**src/ess_ram.sv**
```systemverilog
module ess_ram #(
	parameter int WIDTH = 8,
	parameter int DEPTH = 16
) (
	input  logic                     clk,
	input  logic                     we,
	input  logic [$clog2(DEPTH)-1:0] waddr,
	input  logic [WIDTH-1:0]         wdata,
	input  logic [$clog2(DEPTH)-1:0] raddr,
	output logic [WIDTH-1:0]         rdata
);

	logic [WIDTH-1:0] mem [DEPTH];

	// One write port and one read port with registered read data.
	always_ff @(posedge clk) begin
		if (we) begin
			mem[waddr] <= wdata;
		end
		rdata <= mem[raddr];
	end

endmodule

```
**config.mk**
```make
export PLATFORM = sky130hd
export DESIGN_NAME = ess_ram
export DESIGN_NICKNAME = d
export VERILOG_FILES = /design/src/ess_ram.sv
export SDC_FILE = /design/constraint.sdc
export NUM_CORES = 1
export LEC_CHECK = 0
export BUFFER_PORTS_ARGS = -buffer_cell sky130_fd_sc_hd__buf_2
export CAP_MARGIN = 20
export CORE_MARGIN = 8
export CORE_UTILIZATION = 46
export DETAILED_ROUTE_END_ITERATION = 12
export GPL_ROUTABILITY_DRIVEN = 0
export SLEW_MARGIN = 20
export SYNTH_ARGS = -nofsm -noshare
export SYNTH_HDL_FRONTEND = slang
export SYNTH_SLANG_ARGS = --single-unit
```
**constraint.sdc**
```tcl
create_clock -name clk -period 2 [get_ports clk]
set_clock_uncertainty 0.15 [all_clocks]
set_input_delay 0.1 -clock clk [delete_from_list [all_inputs] [get_ports clk]]
set_output_delay 0.1 -clock clk [all_outputs]
set_load 0.005 [all_outputs]
```
# --- Word level (Yosys, flattened, before mapping) ---
# Memory sizes are Yosys's and may differ from the RTL's. A register that Yosys moved wholly into a read port is not among the register bits.
# Cells that the tools add are included.
word_totals:
  register_bits: 0
  ramBits: 128
  out_inout_bits: 8
  word_cells: 3
  n_memories: 1
mem_list:
  columns: ["memory", "words", "word_bits", "rd", "rd_clocked_by_memory_dff", "write_ports", "line", "text"]
  rows:
  - ["mem", 16, 8, 1, 1, 1, "13", "logic [WIDTH-1:0] mem [DEPTH];"]
classes:
  n_mux: 2
ops:
  columns: ["op", "count"]
  rows:
  - ["$mux W1", 2]

# --- Longest topological paths before layout ---
logic_depth:
  word_depth: 2
  depth_mapped: 5
  depth_no_buf: 3

# --- Least setup slack after synthesis ---
# No wires, ideal clock.
synth_timing:
  kind: "input port to flip-flop"
  from: "in waddr[2]"
  to: "mem mem[0][0] (enable)"
  setup_time_ns: 0.383
  arrival_time_ns: 1.210
  t_required_ns: 1.467
  path_slack_ns: 0.257
  stages: 2
  n_path_buf: 0
  path_cell_list: "or3b_2 -> nor3_1"
synth_lines:
  columns: ["item", "line", "text"]
  rows:
  - ["start, declared", "7", "input logic [$clog2(DEPTH)-1:0] waddr,"]
  - ["end, declared", "13", null]
# No word-level cell before the write port.

# --- Final worst setup path ---
layout_timing:
  from: "in waddr[3]"
  to: "mem mem[4][0] (enable)"
# No word-level cell before the write port.

==> results.json <==
{
  "clock_power_share": 0.464,
  "cts_tree": "done",
  "design.die.area_um2": 14800,
  "finalWorstPathRequiredPeriod_ns": 1.84,
  "regToRegSetupSlack_ns": 0.48,
  "total_iterations_of_the_first_detailed_routing_run": 4,
  "synthesis.area_per_instance_um2": 22.5,
  "ioPinCount": 26,
  "grt_setup_unrepaired": "false",
  "detail_route.wl_per_cell_um": 23.4,
  "core-area_um2": 10900,
  "power.switching_fraction": 0.192,
  "initial_core_util": 0.473,
  "first_global_vias": 2699,
  "grt_use_met3": 0.0333,
  "grt_use_total": 0.154,
  "timing.critical_path.from_type": "input port",
  "timing.hold.worst_endpoint": "rdata[1]$_DFF_P_",
  "slew_headroom": 0.698,
  "min_from": "raddr[3]",
  "antenna_violations_before_repair": 0,
  "power.density_cell_area_nw_per_um2": 1040,
  "postSynthCellCount": 229,
  "fin_tns_setup_ns": 0,
  "cts_buffer_depth": 2,
  "finalMaxSlewViolations": 0,
  "cts_resized": 0,
  "layout_worst_path_cycle_share": 0.922,
  "cts.reportedPaths.clkPinSlew_ns": 0.06,
  "cts_hold_buf": 15,
  "tightestPinTransition_ns": 0.453,
  "comb_power_share": 0.050,
  "die_height_um": 122,
  "globalRoute.totalOverflow": 0,
  "hpwlAfterDp_um": 6720,
  "cts_made_buffers": 17,
  "grt_start_max_net_pins": 22,
  "clk-insertion-delay-late_ns": 0.52,
  "numPortBuffers": 25,
  "timing.hold.worst.class": "input port to register",
  "area_growth_pct": 22.7,
  "rows": 38,
  "placedCellCount": 406,
  "numClockSinks": 136,
  "fillerInstances": 799,
  "proportion_of_synthesized_chip_area_in_sequential_cells": 0.778,
  "whs_path_depth": 4,
  "endpoint_kind": "register",
  "outcome": "complete, no violations",
  "met1_usage": 0.200,
  "use_met2": 0.240,
  "syn-cell-area_um2": 5150,
  "detail_route.wirelength_um": 10600,
  "peakVddDrop_mv": 0.556,
  "max_freq_mhz": 542,
  "cts.repair_timing.setup_buffer_count": 0,
  "grt_first_pass_wirelength_um": 16200,
  "finalSetupViolCount": 0,
  "reg2regPathDepth": 3,
  "synth_cell_types": 19,
  "hold_viol_final": 0,
  "die-width_um": 122,
  "finalNetCount": 318,
  "net-switching-power_mw": 1.26,
  "cts-htree-levels": 4,
  "r2r_end": "rdata[1]$_DFF_P_",
  "p_int_mw": 5.33,
  "drive_gt1_frac": 0.304,
  "n_antenna_cell": 0,
  "post-route-drc-count": 0,
  "grt_busiest_layer": "met2",
  "critical_path.max_fanout": 8,
  "route.detailed.vias_per_inst": 5.51,
  "postRouteAntennaNets": 0,
  "crit_required_ns": 2.07,
  "cts.root.buffer_cell": "clkbuf_8",
  "synthesis.yosys.warnings": 0,
  "stdcell_count": 453,
  "total_number_of_vias": 2498,
  "max_cap_viol_count": 0,
  "drt-initial-drc-count": 170,
  "worst_ep_arrival_time_ns": 1.91,
  "syn_nets": 247,
  "sequentialPowerShare": 0.486,
  "crit_type": "input port to register",
  "cellLeakagePower_nw": 2.19,
  "crit_reg_reg_startpoint": "mem[0][1]$_DFFE_PP_",
  "synth-seq-cells": 136
}
## critical path, cell delays in order
cell	delay (ns)
dlygate4sd3_1	0.53
buf_2	0.14
nand3b_1	0.21
nor3_1	0.16
dlygate4sd3_1	0.57
buf_4	0.19
## registers in the layout, summed over array words and instances (netlist names)
register  flops
mem         128
rdata         8
## synth_stat cells
library cell     count  area [um^2]
edfxtp_1           128         3840
mux4_2              18          405
a22oi_1             16          120
mux4_1              14          368
nor2_1              13         48.8
nand2_1              9         33.8
dfxtp_1              8          160
nor3_1               4         20.0
buf_2                3         15.0
buf_6                3         33.8
clkdlybuf4s25_2      3         30.0
nand2b_1             2         12.5
nand3b_1             2         15.0
and2_1               1         6.26
and2b_1              1         7.51
buf_4                1         7.51
nand3_1              1         5.00
nor2b_1              1         6.26
or3b_2               1         8.76
## metal layers
metal  share of wire  routed length (um)
met1            0.44                4660
met2            0.50                5240
met3           0.042                 446
met4           0.022                 228
met5               0                   0
## how the worst max path moves through the flow
stage                     startpoint                   to
after CTS                   waddr[3]  mem[4][4]$_DFFE_PP_
after global placement      raddr[0]     rdata[1]$_DFF_P_
final                       waddr[3]  mem[4][0]$_DFFE_PP_
after global routing        waddr[3]  mem[4][4]$_DFFE_PP_
after detailed placement    raddr[0]     rdata[1]$_DFF_P_
after floorplan             waddr[2]  mem[0][0]$_DFFE_PP_
## cells in the final DEF (no fill, tap or decap), drive strengths merged
cell type	netlist	routed
clkbuf	0	23
and2b	1	1
edfxtp	128	128
or3b	1	1
and2	1	1
a22oi	16	16
nor2	13	13
buf	7	47
nor3	4	4
nor2b	1	1
nand3b	2	2
bufinv	0	3
dlygate4sd3	0	15
nand2	9	9
clkinv	0	5
clkinvlp	0	1
mux4	32	32
nand3	1	1
nand2b	2	2
dfxtp	8	8
## layout make-up
cell class | instances | area [um^2] | share of cell area
tap | 140 | 175 | 0.0277
sequential | 136 | 4000 | 0.634
clock buffer | 23 | 467 | 0.0739
clock inverter | 9 | 123 | 0.0194
timing repair buffer | 62 | 490 | 0.0777
multi-input combinational | 83 | 1060 | 0.167
## kinds of logic after synthesis
logic type | synth area share
flip-flops | 0.778
AND/OR/NAND/NOR | 0.0318
multiplexers | 0.150
AO/OA/AOI/OAI | 0.0233
buffers and inverters | 0.0168
## metrics by stage
step           hold slack (ns)   util  instance area (um^2)  power (mW)  setup slack [ns]
3_3_place_gp             0.330  0.512                  5580        3.57             0.265
3_5_place_dp             0.335  0.512                  5580        3.58             0.248
6_report                0.0124  0.580                  6320        6.59             0.156
5_1_grt                 0.0326  0.580                  6320        6.80            0.0584
2_1_floorplan           0.0489      -                  5150        3.42             0.257
4_1_cts                 0.0106  0.580                  6320        6.65             0.206
## power by group through the flow
stage | Sequential (mW) | Clock, mW | Combinational [mW]
after floorplan | 3.26 | 0 | 0.162
after global placement | 3.26 | 0 | 0.309
after detailed placement | 3.26 | 0 | 0.313
after CTS | 3.20 | 3.10 | 0.336
after global routing | 3.21 | 3.23 | 0.357
final | 3.20 | 3.06 | 0.330
(Power assumes the default switching activity.)
